==> config.mk <==
export PLATFORM = sky130hd
export DESIGN_NAME = psd_sqrt
export DESIGN_NICKNAME = d
export VERILOG_FILES = /design/src/hdl/psd_pkg.sv /design/src/hdl/psd_sqrt.sv
export SDC_FILE = /design/constraint.sdc
export NUM_CORES = 2
export LEC_CHECK = 0
export BUFFER_PORTS_ARGS = -buffer_cell sky130_fd_sc_hd__buf_4
export CAP_MARGIN = 20
export CORE_ASPECT_RATIO = 0.75
export CORE_MARGIN = 10
export CORE_UTILIZATION = 29
export CTS_BUF_LIST = sky130_fd_sc_hd__clkbuf_16
export DETAILED_ROUTE_END_ITERATION = 16
export PLACE_DENSITY = 0.5
export SLEW_MARGIN = 5
export SYNTH_ARGS = -nofsm -noshare
export SYNTH_HDL_FRONTEND = slang
export SYNTH_SLANG_ARGS = --single-unit
==> constraint.sdc <==
create_clock -name clk -period 3.47 [get_ports clk]
set_clock_uncertainty 0.15 [all_clocks]
set_input_delay 0.1735 -clock clk [delete_from_list [all_inputs] [get_ports clk]]
set_output_delay 0.1735 -clock clk [all_outputs]
set_load 0.1 [all_outputs]
==> src/hdl/psd_pkg.sv <==
`default_nettype none
package psd_pkg;

	localparam int COORD_W = 32;
	localparam int T_FRAC  = 24;
	localparam int DIFF_W  = COORD_W + 1;
	localparam int SQ_W    = 2 * DIFF_W;
	localparam int DOT_W   = SQ_W + 1;
	localparam int REM_W   = SQ_W + 1;
	localparam int T_W     = T_FRAC + 1;
	localparam int OFFP_W  = T_W + DIFF_W;
	localparam int ROOT_W  = DIFF_W;
	localparam int SREM_W  = ROOT_W + 3;

	// Stage counts of each unit.
	localparam int FRONT_STAGES = 3;
	localparam int NEAR_STAGES  = 5;
	localparam int LATENCY      = FRONT_STAGES + T_FRAC + NEAR_STAGES + ROOT_W;

	typedef struct packed {
		logic signed [COORD_W-1:0] query_x;
		logic signed [COORD_W-1:0] query_y;
		logic signed [COORD_W-1:0] start_x;
		logic signed [COORD_W-1:0] start_y;
		logic signed [COORD_W-1:0] end_x;
		logic signed [COORD_W-1:0] end_y;
	} item_t;

	typedef struct packed {
		logic signed [COORD_W-1:0] near_x;
		logic signed [COORD_W-1:0] near_y;
		logic        [COORD_W:0]   gap;
	} result_t;

	// Geometry that travels beside the arithmetic.
	typedef struct packed {
		logic signed [COORD_W-1:0] qx;
		logic signed [COORD_W-1:0] qy;
		logic signed [COORD_W-1:0] sx;
		logic signed [COORD_W-1:0] sy;
		logic signed [DIFF_W-1:0]  dx;
		logic signed [DIFF_W-1:0]  dy;
	} ctx_t;

	// Clamp decisions taken before the division.
	typedef struct packed {
		logic t_zero;
		logic t_one;
	} clamp_t;

endpackage
`default_nettype wire

==> src/hdl/psd_sqrt.sv <==
`default_nettype none
module psd_sqrt (
	input  wire logic                          clk,
	input  wire logic                          arst_n,
	input  wire logic                          in_valid,
	input  wire logic [psd_pkg::SQ_W-1:0]      radicand,
	input  wire logic signed [psd_pkg::COORD_W-1:0] near_x_in,
	input  wire logic signed [psd_pkg::COORD_W-1:0] near_y_in,
	output logic                               out_valid,
	output psd_pkg::result_t                   result
);
	import psd_pkg::*;

	// Digit-by-digit square root, two radicand bits per stage.
	logic                       v_pipe    [0:ROOT_W];
	logic [SQ_W-1:0]            rad_pipe  [0:ROOT_W];
	logic [SREM_W-1:0]          rem_pipe  [0:ROOT_W];
	logic [ROOT_W-1:0]          root_pipe [0:ROOT_W];
	logic signed [COORD_W-1:0]  nx_pipe   [0:ROOT_W];
	logic signed [COORD_W-1:0]  ny_pipe   [0:ROOT_W];

	assign v_pipe[0]    = in_valid;
	assign rad_pipe[0]  = radicand;
	assign rem_pipe[0]  = '0;
	assign root_pipe[0] = '0;
	assign nx_pipe[0]   = near_x_in;
	assign ny_pipe[0]   = near_y_in;

	for (genvar i = 0; i < ROOT_W; i++) begin : g_digit
		logic [SREM_W-1:0] shifted;
		logic [SREM_W-1:0] trial;
		logic              fits;
		assign shifted = {rem_pipe[i][SREM_W-3:0], rad_pipe[i][SQ_W-1-2*i -: 2]};
		assign trial   = SREM_W'({root_pipe[i], 2'b01});
		assign fits    = shifted >= trial;

		always_ff @(posedge clk or negedge arst_n) begin
			if (!arst_n) begin
				v_pipe[i+1] <= 1'b0;
			end else begin
				v_pipe[i+1] <= v_pipe[i];
			end
		end

		always_ff @(posedge clk) begin
			rad_pipe[i+1]  <= rad_pipe[i];
			nx_pipe[i+1]   <= nx_pipe[i];
			ny_pipe[i+1]   <= ny_pipe[i];
			rem_pipe[i+1]  <= fits ? shifted - trial : shifted;
			root_pipe[i+1] <= {root_pipe[i][ROOT_W-2:0], fits};
		end
	end

	assign out_valid     = v_pipe[ROOT_W];
	assign result.near_x = nx_pipe[ROOT_W];
	assign result.near_y = ny_pipe[ROOT_W];
	assign result.gap    = root_pipe[ROOT_W];
endmodule
`default_nettype wire

* Yosys cells after proc, flatten, opt, wreduce, memory -nomap -nowiden
Index checks and enable logic that the tools add are counted.
** Cells by class
- $add $sub $neg :: 32
- $lt $le $gt $ge :: 33
- Muxes and demuxes :: 32
** Operators with widths (number)
- $mux 34 :: 31
- $ge 36x10->1 :: 1
- $ge 36x11->1 :: 1
- $ge 36x12->1 :: 1
- $ge 36x13->1 :: 1
- $ge 36x14->1 :: 1
- $ge 36x15->1 :: 1
- $ge 36x16->1 :: 1
- $ge 36x17->1 :: 1
- $ge 36x18->1 :: 1
- $ge 36x19->1 :: 1
- $ge 36x20->1 :: 1
- $ge 36x21->1 :: 1
- $ge 36x22->1 :: 1
- $ge 36x23->1 :: 1
- $ge 36x24->1 :: 1
- $ge 36x25->1 :: 1
- $ge 36x26->1 :: 1
- $ge 36x27->1 :: 1
- $ge 36x28->1 :: 1
- $ge 36x29->1 :: 1
- $ge 36x3->1 :: 1
- $ge 36x30->1 :: 1
- $ge 36x31->1 :: 1
- 43 further kinds :: 43
** Word-level totals
- Flip-flop bits (word level) :: 4819
- Input bits :: 133
- Output and inout port bits :: 98
- Logic and storage cells :: 294

* Longest topological paths before layout
- Word-level depth :: 2
- Depth in mapped cells :: 14
- Depth with buffers taken out :: 12

* Least setup slack after synthesis
OpenSTA, ideal clock, no wires.
- Kind :: register to register
- Start point :: register root_pipe, in the netlist g_digit[23].trial[7]
- End point :: register rem_pipe, in the netlist g_digit[24].shifted[16]
- Library setup time :: 0.120 ns
- Data arrival time :: 2.994 ns
- Data required time :: 3.200 ns
- Setup slack :: 0.206 ns
- Stages on the path, launching flop included :: 14
- Clock period less this slack :: 3.264 ns
- Cell sequence :: dfxtp_1 inv_1 ha_1 and3_1 and2_1 and3_1 or3_1 o311a_1 nor3_1 clkbuf_1 clkinv_1 nand3b_1 mux2i_1 a211o_1
** Between the ends
- Cells in the longest elaborated chain, start to end :: 2
- Elaborated cells on any way between the ends :: 3
- Classes of those cells :: add/sub (1); order compare (1); mux (1)
** Ends and longest elaborated chain
- from (decl) :: RTL line psd_sqrt.sv:18 : logic [ROOT_W-1:0] root_pipe [0:ROOT_W];
- from (signal, indexed assignment) :: RTL line psd_sqrt.sv:50 : root_pipe[i+1] <= {root_pipe[i][ROOT_W-2:0], fits};
- $sub 34x25->34 or $ge 36x25->1 (tied branches) :: RTL line psd_sqrt.sv:49, psd_sqrt.sv:35
- $mux 34 (*) :: RTL line psd_sqrt.sv:49 : rem_pipe[i+1] <= fits ? shifted - trial : shifted;
- to (signal, indexed assignment) :: RTL line psd_sqrt.sv:49
- to (decl) :: RTL line psd_sqrt.sv:17 : logic [SREM_W-1:0] rem_pipe [0:ROOT_W];
Mark *: on every way between the ends. The rest lies on a longest branch, timed or not.
A chain may end at the register's enable or synchronous reset.

* Worst setup path after layout
- Start point :: register rem_pipe, in the netlist g_digit[19].shifted[22]
- End point :: register rem_pipe, in the netlist g_digit[20].shifted[23]
** Between the ends
- Cells in the longest elaborated chain, start to end :: 2
** Ends and longest elaborated chain
- $ge 36x21->1 :: RTL line psd_sqrt.sv:35 : assign fits = shifted >= trial;
- $mux 34 :: RTL line psd_sqrt.sv:49
No other way between the ends.

==> insert_results.sql <==
INSERT INTO impl_metrics (metric_group, metric, value, unit) VALUES
('synthesis', 'synth_edf_count', '0', ''),
('synthesis', 'yosys_most_used_dff', 'dfxtp_1', ''),
('routing', 'number_of_nets_with_antenna_violations_after_detailed_routing', '0', ''),
('sta', 'period_share', '1.016', ''),
('die', 'pin_count', '231', ''),
('setup_path', 'critical_path.startpoint_type', 'flip-flop', ''),
('power', 'report.power.total', '131.4', 'mW'),
('routing', 'detailedRoute.firstIterationViolations', '5430', ''),
('setup_path', 'rrSetupSlack', '-50', 'ps'),
('die', 'start_util', '0.2912', ''),
('synthesis', 'netlist-cell-type-count', '96', ''),
('routing', 'wirelength', '284.1', 'mm'),
('synthesis', 'synth_cells', '11810', ''),
('synthesis', 'synth_sequential_area_ratio', '0.6837', ''),
('place', 'placed_area', '154000', 'um2'),
('cts', 'clockBufferDepth', '4', ''),
('cells_and_area', 'postLayoutCellArea', '173600', 'um2'),
('global_routing', 'grt.total_usage', '0.1072', ''),
('worst_hold_path', 'hold_class', 'reg2reg', ''),
('synthesis', 'top_cells_by_count_synth', 'dfxtp_1 (4766), inv_1 (750), nand2_1 (706)', ''),
('setup_path', 'worst_r2r_startpoint', 'g_digit[19].shifted[22]$_DFF_P_', ''),
('cells_and_area', 'filler_cell_count', '47700', ''),
('sta', 'grt_setup_unrepaired', 'yes', ''),
('cts', 'cts_made_buffers', '454', ''),
('setup_path', 'r2r.worst_path.cells', '11', ''),
('routing', 'wl_per_cell', '14.21', 'um'),
('synthesis', 'synth_seq_cells', '4799', ''),
('setup_path', 'cp.arrival', '4280', 'ps'),
('power', 'worst_supply_voltage_drop_on_vdd', '525.2', 'uV'),
('synthesis', 'avg_synthesized_cell_area', '11.92', 'um2'),
('die', 'die_w', '824.5', 'um'),
('setup_path', 'endpoint_of_the_lowest_slack_register_to_register_path', 'g_digit[20].shifted[23]$_DFF_P_', ''),
('power', 'power-per-cell-area', '756.9', 'nW/um2'),
('run_status', 'violated_checks', 'setup timing', ''),
('synthesis', 'yosysWarningCount', '0', ''),
('global_routing', 'largest_net_degree_at_the_start_of_global_routing', '56', ''),
('cts', 'worst_setup_hold_path_clk_slew', '70', 'ps'),
('setup_path', 'worst_ep_required', '4220', 'ps'),
('run', 'maxCapViolCount', '0', ''),
('sta', 'final-setup-viol-count', '11', ''),
('routing', 'num_vias', '82980', ''),
('cells_and_area', 'finalCoreUtilization', '0.3591', ''),
('global_routing', 'number_of_antenna_violations_at_the_first_check_in_global_routing', '25', ''),
('setup_path', 'crit_fanout', '5', ''),
('synthesis', 'synth_top_cell_area_share', '0.6778', ''),
('cts', 'worst_skew_pair.late_latency', '1020', 'ps'),
('place', 'gp_congestion', '0.8509', ''),
('place', 'dp_hpwl', '205.5', 'mm'),
('synthesis', 'synth-async-reset-ratio', '0.006876', ''),
('synthesis', 'synth_nets', '12540', ''),
('worst_hold_path', 'worstHoldPathCells', '0', ''),
('sta', 'fin_ws', '-54.13', 'ps'),
('sta', 'achievable_frequency', '283.8', 'MHz'),
('sta', 'final_period_minus_worst_setup_slack', '3524', 'ps'),
('routing', 'firstDrtPassIters', '6', ''),
('die', 'floorplan.die_area', '514000', 'um2'),
('run_status', 'status', 'finished with violations', ''),
('sta', 'setup_tns_final', '-200.3', 'ps'),
('global_routing', 'grt_first_pass_wirelength', '449.1', 'mm'),
('global_routing', 'grt_pass1_vias', '80050', ''),
('global_routing', 'global_route.overflow_total', '0', ''),
('cells_and_area', 'layout-drive-gt1-share', '0.1343', ''),
('power', 'leakage', '77.68', 'nW'),
('cts', 'cts_tree', 'yes', ''),
('place', 'portbufs', '230', ''),
('cts', 'cts_htree_levels', '5', ''),
('setup_path', 'crit_path_start', 'g_digit[19].shifted[22]$_DFF_P_', ''),
('die', 'placeableCoreArea', '483300', 'um2'),
('routing', 'avgViaCountPerCell', '4.151', ''),
('sta', 'maxSlewHeadroom', '0.4147', ''),
('cts', 'ctsRootBufferMaster', 'clkbuf_16', '');
[metal layers]
metal	GRT usage	up-vias	part of all wire
met1	0.1674	38350	0.54
met5	0	-	0.00020
met4	0.03086	8	0.027
met3	0.02861	510	0.072
li1	-	42350	-
met2	0.1403	1765	0.36
[cells by family after synthesis]
logic type	share of synthesized area
flops	0.6837
simple gates	0.08795
compound gates	0.08657
buf+inv	0.02922
xor+xnor	0.05413
fa+ha+maj	0.05297
mux	0.005475
other cells	0.00002664
[placed cells by master (no fill, tap or decap), drive strengths merged, types with 39 or more instances in the layout]
cell type | synthesis | routed
a21oi | 572 | 572
nand4 | 96 | 96
buf | 93 | 819
o31ai | 66 | 66
xor2 | 430 | 430
inv | 753 | 847
clkbuf | 169 | 462
nor2 | 541 | 541
o21bai | 51 | 51
a21o | 261 | 261
xnor2 | 440 | 440
or3 | 101 | 101
o21ai | 547 | 547
clkinv | 3 | 222
or4 | 63 | 63
o21a | 100 | 100
nand2b | 124 | 124
a211oi | 57 | 57
a31oi | 57 | 57
mux2 | 56 | 56
ha | 596 | 596
or2 | 50 | 50
bufinv | 0 | 56
nor2b | 79 | 79
and3 | 49 | 49
dlygate4sd3 | 0 | 289
nand2 | 706 | 706
nand3 | 165 | 165
dfxtp | 4766 | 4766
nor3 | 244 | 244
nor4 | 126 | 126
o211ai | 39 | 39
[sequential cells by signal (all words and copies together), names as in the netlist]
name / count
ny_pipe: 1024
result: 97
g_digit.trial: 528
nx_pipe: 1024
g_digit.shifted: 1101
out_valid: 1
v_pipe: 32
rad_pipe: 992
[report_power, final]
part           switching (mW)  internal [mW]
Combinational            8.59           7.21
Sequential               4.16           61.5
Clock                    21.6           28.4
[worst max-delay path by stage]
| stage | endpoint | slack (ps) | cells after the start |
|---|---|---|---|
| after global placement | g_digit[30].shifted[32]$_DFF_P_ | -640 | 12 |
| after global routing | g_digit[20].shifted[23]$_DFF_P_ | -100 | 11 |
| after CTS | g_digit[23].shifted[25]$_DFF_P_ | 2 | 11 |
| after detailed placement | g_digit[30].shifted[32]$_DFF_P_ | -530 | 12 |
| final | g_digit[20].shifted[23]$_DFF_P_ | -50 | 11 |
| after floorplan | g_digit[24].shifted[16]$_DFF_P_ | 210 | 13 |
[area by class of cell]
class / instances / area, um2 / share of cell area
clock inverter: 398 / 3966 / 0.02285
antenna: 5 / 12.51 / 0.00007209
tap: 6467 / 8092 / 0.04662
clock buffer: 457 / 11440 / 0.06589
sequential: 4799 / 96250 / 0.5546
timing repair buffer: 1113 / 9628 / 0.05547
inverter: 756 / 2841 / 0.01637
multi-input combinational: 5995 / 41330 / 0.2381
[what timing repair did]
item | 4_1_cts | 5_1_grt
buffers inserted | 0 | 28
endpoints found under the hold margin | 165 | 0
resized for setup | 24 | 188
setup endpoints to repair | 98 | 352
pin swaps | 3 | 35
hold buffers | 290 | 0
cloned | 0 | 5
[stage by stage]
| step | std cells | hold WS [ps] | setup slack (ps) |
|---|---|---|---|
| after floorplan | 11810 | -272.1 | 206.4 |
| after global placement | 18810 | -24.55 | -636.2 |
| after detailed placement | 18810 | -17.07 | -534.6 |
| after CTS | 19950 | 0.6729 | 1.594 |
| after global routing | 19990 | 40.23 | -103.1 |
| final | 19990 | 97.77 | -54.13 |
[critical path, cell delays in order (launching register included)]
cell and delay (ps):
dfxtp_2 330, or4_4 530, or4_4 510, or2_4 250, or3_4 340, or3_4 360, nor2_4 120, a21boi_4 300
buf_4 180, clkbuf_16 130, nor3_1 50, xor2_1 160
(Power assumes the default switching activity.)
